[src/design/message_tag_match_queues_defines.svh]
// ----------------------------------------------------------------------------
// message_tag_match_queues_defines
// Assertion macros shared by the tag matching block.
// ----------------------------------------------------------------------------
`ifndef MESSAGE_TAG_MATCH_QUEUES_DEFINES_SVH
`define MESSAGE_TAG_MATCH_QUEUES_DEFINES_SVH

// Asserts that a condition implies a consequence on the same edge.
`define MTMQ_ASSERT_IMP(label, clk, rst_n, cond, cons, msg) \
  label: assert property (@(posedge clk) disable iff (!rst_n) (cond) |-> (cons)) \
    else $error(msg);

// Asserts that a condition implies a consequence on the next edge.
`define MTMQ_ASSERT_NEXT(label, clk, rst_n, cond, cons, msg) \
  label: assert property (@(posedge clk) disable iff (!rst_n) (cond) |=> (cons)) \
    else $error(msg);

`endif

[src/design/mtmq_pkg.sv]
// ----------------------------------------------------------------------------
// mtmq_pkg
// Types and constants shared by the tag matching queues.
// ----------------------------------------------------------------------------
`default_nettype none
package mtmq_pkg;
  localparam int unsigned QueueDepthDefault = 64;
  localparam int unsigned KeyW    = 63;
  localparam int unsigned TagW    = 31;
  localparam int unsigned RankW   = 16;
  localparam int unsigned CtxW    = 16;
  localparam int unsigned HandleW = 16;
  localparam int unsigned SenderW = 32;
  localparam int unsigned OpW     = 3;
  localparam int unsigned CountW  = 7;

  typedef enum logic [OpW-1:0] {
    OP_POST    = 3'd0,
    OP_ARRIVE  = 3'd1,
    OP_PROBE   = 3'd2,
    OP_CANCEL  = 3'd3,
    OP_REMOVE  = 3'd4
  } op_t;

  typedef enum logic [2:0] {
    ST_IDLE,
    ST_SCAN,
    ST_SHIFT,
    ST_APPEND,
    ST_DONE
  } state_t;

  // Key mask for a pair of wildcard flags: bit 0 any source, bit 1 any tag.
  function automatic logic [KeyW-1:0] wild_mask(input logic [1:0] wild);
    logic [KeyW-1:0] m;
    m = '1;
    if (wild[0]) m[TagW +: RankW] = '0;
    if (wild[1]) m[TagW-1:0] = '0;
    return m;
  endfunction
endpackage
`default_nettype wire

[src/design/mtmq_queue.sv]
// ----------------------------------------------------------------------------
// mtmq_queue
// One age-ordered entry store with a single read port and a single write
// port; the sequencer walks it for searches and compaction.
// ----------------------------------------------------------------------------
`default_nettype none
module mtmq_queue #(
  parameter int unsigned DEPTH = mtmq_pkg::QueueDepthDefault,
  parameter int unsigned DW    = 8
) (
  input  wire logic                      clk,
  input  wire logic                      we,
  input  wire logic [$clog2(DEPTH)-1:0]  waddr,
  input  wire logic [DW-1:0]             wdata,
  input  wire logic [$clog2(DEPTH)-1:0]  raddr,
  output logic      [DW-1:0]             rdata
);
  logic [DW-1:0] mem [DEPTH];

  always_ff @(posedge clk) begin
    if (we) mem[waddr] <= wdata;
    rdata <= mem[raddr];
  end
endmodule
`default_nettype wire

[config.mk]
export PLATFORM = sky130hd
export DESIGN_NAME = mtmq_queue
export DESIGN_NICKNAME = d
export VERILOG_FILES = /design/src/design/message_tag_match_queues_defines.svh /design/src/design/mtmq_pkg.sv /design/src/design/mtmq_queue.sv
export SDC_FILE = /design/constraint.sdc
export NUM_CORES = 1
export LEC_CHECK = 0
export ABC_AREA = 1
export BUFFER_PORTS_ARGS = -buffer_cell sky130_fd_sc_hd__buf_2
export CAP_MARGIN = 10
export CELL_PAD_IN_SITES_DETAIL_PLACEMENT = 1
export CELL_PAD_IN_SITES_GLOBAL_PLACEMENT = 2
export CORE_MARGIN = 2
export CORE_UTILIZATION = 44
export CTS_CLUSTER_DIAMETER = 100
export CTS_CLUSTER_SIZE = 40
export DETAILED_ROUTE_END_ITERATION = 7
export PLACE_DENSITY = 0.9
export SLEW_MARGIN = 20
export SYNTH_ARGS = -nofsm -noshare
export SYNTH_HDL_FRONTEND = slang
export SYNTH_SLANG_ARGS = --single-unit
[constraint.sdc]
create_clock -name clk -period 2.2 [get_ports clk]
set_clock_uncertainty 0.15 [all_clocks]
set_input_delay 0 -clock clk [delete_from_list [all_inputs] [get_ports clk]]
set_output_delay 0 -clock clk [all_outputs]
set_load 0.005 [all_outputs]
==> impl_metrics.ini, run 1 <==
[worst_setup_path]
worst_path_arrival_time_ns = 2.38
critPathMaxFanout = 17
worst_setup_path_end_kind = register
critPathKind = in -> reg
critical_path.startpoint_type = input port
timing.critical_path.required_ns = 2.54

[clock_tree]
cts.clk_slew.worst_paths_ns = 0.16
cts.htree.levels = 1
number_of_clock_buffers_inserted_by_tritoncts = 17
cts_repair_resize_count = 0
clock_latency_late_sink_ns = 0.57
tritoncts = built
clock-sinks = 520
clk_root_buffer_cell = sky130_fd_sc_hd__clkbuf_16
clock_tree.buffer_depth = 3

[synthesis]
synth_simple_gate_area_frac = 0.232
share_of_the_synthesized_area_in_compound_gates_ao_oa_aoi_oai = 0
ys_types = 16
yosys_register_bits = 520
syn_area_um2 = 21300
post_synth_inst_count = 1805
synth_top_family_by_area = simple AND/OR/NAND/NOR gates
syn_nets = 1827
synthAdderAreaFrac = 0
synth.yosys.seq_area_share = 0.728
synth.yosys.warnings = 0
syn_avg_cell_area_um2 = 11.8
multiplexer_fraction_of_the_synthesized_cell_area = 0
yosys.area_share.xor_xnor = 0

[die]
die_width_um = 224
core_area_um2 = 47800
floorplan.initialDensity = 0.446
fp.dieArea_um2 = 50300
rows = 80
die-height_um = 224
ios = 30

[sta]
timing.max_slew.rel_slack = 0.429
drv_slew = 0
period_minus_slack_ns = 2.04
final.setup.tns_ns = 0
final-hold-violation-count = 0
slew_at_the_pin_closest_to_its_max_slew_limit_ns = 0.856
post-route-period-util = 0.928
timing_limited_maximum_frequency_ghz = 0.490
grt_setup_unrepaired = no
setup_viol_count_final = 0

[route]
vias_per_instance = 5.72
antenna_left = 0
routedWlPerCell_um = 23.9
remaining_drc_errors = 0
drt_pass1_iterations = 5
total_via_count_in_the_routed_design = 14232
drt_iter0_markers = 1457
wl_um = 59600

[final_layout]
finalInstanceArea_um2 = 23200
finalNetCount = 1886
area_added_between_synthesis_and_finish_pct = 8.51
fin_cells = 2490
fin_util = 0.484
final_layout_size_suffix_gt1_frac = 0.0870

[power]
pwr-share-clk = 0.272
power.sequential.fraction = 0.647
combinationalPowerShare = 0.081
power_report.internal_total_uw = 13000
switching_share = 0.237
powerDensity_nw_per_um2 = 733
total_leakage_power_uw = 0.00833
switching_power_uw = 4020
peakVddDrop_mv = 0.488

[global_routing]
grtUsageTotal = 0.238
grt_remaining_overflow = 0
grt_antenna_before_repair = 1
grt_max_degree = 80
first_pass_grt_wire_length_um = 90200
first_global_vias = 14912

[placed_design]
buffer_ports.inserted = 29
routabilityCongestion = 0.815
dp_hpwl_um = 36500
inst_count_dp = 2446
post_place_instance_area_um2 = 22500

[run]
cap_viol_max_count = 0

[worst_hold_path]
hold_class = in -> reg

[outcome]
result_of_the_run = completed
## per-layer routing
layer	share of wire	vias to the layer above	track usage	routed length [um]
met3	0.054	87	0.0295	3230
met1	0.42	7296	0.322	25300
met5	0	-	0	0
li1	-	6429	-	-
met2	0.49	420	0.407	29400
met4	0.028	0	0.0718	1650
## metrics by stage
stage / worst slack (ns) / total power [uW] / hold WS (ns)
4_1_cts: 0.195 / 17000 / 0.0136
3_3_place_gp: 0.272 / 12500 / 0.229
3_5_place_dp: 0.231 / 12600 / 0.234
2_1_floorplan: 0.284 / 12000 / -0.0511
6_report: 0.158 / 17000 / 0.0207
5_1_grt: 0.0848 / 17400 / 0.0283
## state kept, by name (all words and copies together) (netlist names)
register,cells
mem,512
rdata,8
## power by group through the flow
stage	clock network (uW)	registers [uW]	logic (uW)
after global placement	0	11200	1300
after detailed placement	0	11200	1350
after CTS	4640	11000	1370
after floorplan	0	11200	771
final	4610	11000	1370
after global routing	4910	11000	1500
## final cells by class
cell class | count | area [um^2]
Multi-Input combinational cell | 1160 | 4950
Sequential cell | 520 | 15500
Clock inverter | 4 | 71.3
Timing Repair Buffer | 153 | 1320
Clock buffer | 25 | 455
Antenna cell | 1 | 2.50
Tap cell | 615 | 769
Inverter | 12 | 52.6
Fill cell | 5049 | 24700
## kinds of logic (layout without fill, tap and decap cells)
| family | after synthesis | after routing |
|---|---|---|
| other cells | 0 | 1 |
| flops | 520 | 520 |
| buf+inv | 125 | 194 |
| simple gates | 1160 | 1160 |
## path summary, 6_finish.rpt
path                   startpoint                   to  depth (start not counted)  slack [ns]
max                      raddr[4]     rdata[2]$_DFF_P_                          7        0.16
min                      wdata[7]  mem[4][7]$_DFFE_PP_                          2        0.02
min reg2reg   mem[0][5]$_DFFE_PP_     rdata[5]$_DFF_P_                          8        0.70
max reg2reg  mem[32][2]$_DFFE_PP_     rdata[2]$_DFF_P_                          9        0.22
## repair_timing
action,in CTS,in global routing
endpoints found under the hold margin,217,0
hold buffers,14,0
setup buffers,0,0
## layout by cell type, fill, tap and decap left out
master and n:
sky130_fd_sc_hd__diode_2 1, sky130_fd_sc_hd__edfxtp_1 512, sky130_fd_sc_hd__buf_12 16, sky130_fd_sc_hd__inv_2 1
sky130_fd_sc_hd__clkbuf_1 8, sky130_fd_sc_hd__nor4_1 8, sky130_fd_sc_hd__nand2_1 648, sky130_fd_sc_hd__dfxtp_1 8
sky130_fd_sc_hd__clkbuf_16 17, sky130_fd_sc_hd__inv_4 1, sky130_fd_sc_hd__nand4_1 9, sky130_fd_sc_hd__clkbuf_8 1
sky130_fd_sc_hd__bufinv_16 1, sky130_fd_sc_hd__nor2_1 56, sky130_fd_sc_hd__inv_6 1, sky130_fd_sc_hd__inv_12 1
sky130_fd_sc_hd__buf_4 95, sky130_fd_sc_hd__dlygate4sd3_1 14, sky130_fd_sc_hd__inv_16 1, sky130_fd_sc_hd__nand3_1 439
sky130_fd_sc_hd__buf_2 27, sky130_fd_sc_hd__inv_1 9, sky130_fd_sc_hd__clkinv_2 1
## worst max-delay path, cell delays in order
cell	delay, ns
sky130_fd_sc_hd__dlygate4sd3_1	0.55
sky130_fd_sc_hd__buf_2	0.26
sky130_fd_sc_hd__inv_1	0.52
sky130_fd_sc_hd__nand3_1	0.30
sky130_fd_sc_hd__nand3_1	0.15
sky130_fd_sc_hd__dlygate4sd3_1	0.55
sky130_fd_sc_hd__nand2_1	0.04
## Yosys cell counts
master | n | area, um^2
sky130_fd_sc_hd__buf_1 | 10 | 37.5
sky130_fd_sc_hd__buf_2 | 37 | 185
sky130_fd_sc_hd__buf_4 | 14 | 105
sky130_fd_sc_hd__buf_6 | 35 | 394
sky130_fd_sc_hd__buf_8 | 2 | 30.0
sky130_fd_sc_hd__clkbuf_1 | 15 | 56.3
sky130_fd_sc_hd__dfxtp_1 | 8 | 160
sky130_fd_sc_hd__edfxtp_1 | 512 | 15400
sky130_fd_sc_hd__inv_1 | 10 | 37.5
sky130_fd_sc_hd__inv_2 | 1 | 3.75
sky130_fd_sc_hd__inv_6 | 1 | 8.76
sky130_fd_sc_hd__nand2_1 | 648 | 2430
sky130_fd_sc_hd__nand3_1 | 439 | 2200
sky130_fd_sc_hd__nand4_1 | 9 | 56.3
sky130_fd_sc_hd__nor2_1 | 56 | 210
sky130_fd_sc_hd__nor4_1 | 8 | 50.1
No activity file was read; power rests on OpenSTA's default activity.
==> run 2: changes to the inputs <==
CORE_UTILIZATION = 47   (was 44)
PLACE_DENSITY = 0.94   (was 0.9)
clock period = 2.62 ns   (was 2.2 ns; I/O delays follow)
==> impl_metrics.ini, run 2 (synthesis results as in run 1) <==
[final_layout]
area_added_between_synthesis_and_finish_pct = 7.01
reg_top3 = mem (512), rdata (8)
seq_area_um2 = 15500
finalNetCount = 1848
antenna_cells = 0
final_layout_size_suffix_gt1_frac = 0.0714
fillers = 4743
final_common_cell = sky130_fd_sc_hd__nand2_1
area_used_by_multi_input_combinational_logic_um2 = 4980
largest_register = mem
layout.cells.most_common_list = 647 x sky130_fd_sc_hd__nand2_1, 512 x sky130_fd_sc_hd__edfxtp_1, 433 x sky130_fd_sc_hd__nand3_1, 59 x sky130_fd_sc_hd__buf_4, 56 x sky130_fd_sc_hd__nor2_1
largest_register_ffs = 512

[clock_tree]
postCtsSetupBuffers = 0
tritoncts = built
clock_tree.buffer_depth = 3
clk_root_buffer_cell = sky130_fd_sc_hd__clkbuf_16
cts.clk_slew.worst_paths_ns = 0.14
cts.htree.levels = 1
clock_latency_late_sink_ns = 0.59
clock-sinks = 520
number_of_clock_buffers_inserted_by_tritoncts = 17

[worst_setup_path]
critical_path.startpoint_type = register
critPathMaxFanout = 1
worst_setup_path_end_kind = register
critPathKind = reg -> reg
worst_path_arrival_time_ns = 2.86
reg2reg_depth = 10
timing.critical_path.required_ns = 2.97

[die]
core_area_um2 = 45100
ios = 30
die_width_um = 217
floorplan.initialDensity = 0.473
die-height_um = 217
rows = 78
fp.dieArea_um2 = 47100

[route]
routedWlPerCell_um = 23.8
vias_per_instance = 5.73
antenna_left = 0
drt_iter0_markers = 1415
wl_um = 57900
remaining_drc_errors = 0
drt_pass1_iterations = 5
total_via_count_in_the_routed_design = 13970

[global_routing]
grt_max_degree = 103
first_pass_grt_wire_length_um = 88600
grt_remaining_overflow = 0
grtUsageTotal = 0.249
first_global_vias = 14651
grt_antenna_before_repair = 0

[power]
peakVddDrop_mv = 0.475
total_leakage_power_uw = 0.00811
powerDensity_nw_per_um2 = 625

[placed_design]
buffer_ports.inserted = 29
routabilityCongestion = 0.886
dp_hpwl_um = 35600

[sta]
period_minus_slack_ns = 2.51
post-route-period-util = 0.958
slew_at_the_pin_closest_to_its_max_slew_limit_ns = 1.03
finalHoldWorstSlack_ns = 0.0165
final-hold-violation-count = 0
drv_slew = 0
setup_viol_count_final = 0
timing_limited_maximum_frequency_ghz = 0.398
timing.max_slew.rel_slack = 0.310
final.setup.tns_ns = 0

[worst_hold_path]
hold_class = in -> reg
whs_path_depth = 9

[run]
cap_viol_max_count = 0

[outcome]
result_of_the_run = completed
[run 2: final timing paths]
path	start	slack [ns]	to
max	mem[45][0]$_DFFE_PP_	0.11	rdata[0]$_DFF_P_
min	raddr[0]	0.02	rdata[6]$_DFF_P_
max reg2reg	mem[45][0]$_DFFE_PP_	0.11	rdata[0]$_DFF_P_
min reg2reg	mem[4][1]$_DFFE_PP_	0.73	rdata[1]$_DFF_P_
[run 2: report_power, final]
part | internal (uW) | switching, uW
registers | 9200 | 35.3
clock network | 1460 | 2460
logic | 296 | 824
[run 2: per-stage QoR]
stage | instance area (um^2) | std cells | worst slack [ns] | total power, uW | utilization
detailed placement | 22100 | 2389 | 0.579 | 10500 | 0.490
floorplan | 21300 | 1805 | 0.704 | 10000 | -
global route | 22800 | 2436 | -0.00967 | 14700 | 0.506
CTS | 22800 | 2436 | 0.0383 | 14300 | 0.506
finish | 22800 | 2436 | 0.110 | 14300 | 0.506
global placement | 22100 | 2389 | 0.593 | 10500 | 0.490
[run 2: layer usage]
layer | vias up | GRT usage | part of all wire
li1 | 6350 | - | -
met1 | 7115 | 0.344 | 0.42
met3 | 88 | 0.0295 | 0.054
met2 | 417 | 0.414 | 0.49
met4 | 0 | 0.0797 | 0.034
met5 | - | 0 | 0
[run 2: layout make-up]
| cell class | count | share of cell area |
|---|---|---|
| clock buffer | 21 | 0.0193 |
| clock inverter | 8 | 0.00477 |
| inverter | 12 | 0.00230 |
| multi-input combinational | 1160 | 0.218 |
| sequential | 520 | 0.680 |
| tap | 600 | 0.0329 |
| timing repair buffer | 115 | 0.0425 |
[run 2: what timing repair did]
item | in CTS | in global routing
gates resized for setup | 0 | 7
hold buffers | 18 | 0
hold endpoints to repair | 379 | 0
endpoints found under the setup margin | 0 | 1
[run 2: worst max-delay path, stage by stage, from the launching register on]
cell and delay [ns]:
sky130_fd_sc_hd__edfxtp_1 0.44, sky130_fd_sc_hd__nand2_2 0.10, sky130_fd_sc_hd__nand3_2 0.08, sky130_fd_sc_hd__nand3_1 0.11, sky130_fd_sc_hd__nand2_1 0.09, sky130_fd_sc_hd__nand2_1 0.08
sky130_fd_sc_hd__nand3_2 0.15, sky130_fd_sc_hd__nand3_2 0.10, sky130_fd_sc_hd__dlygate4sd3_1 0.55, sky130_fd_sc_hd__nand2_1 0.04, sky130_fd_sc_hd__dlygate4sd3_1 0.55
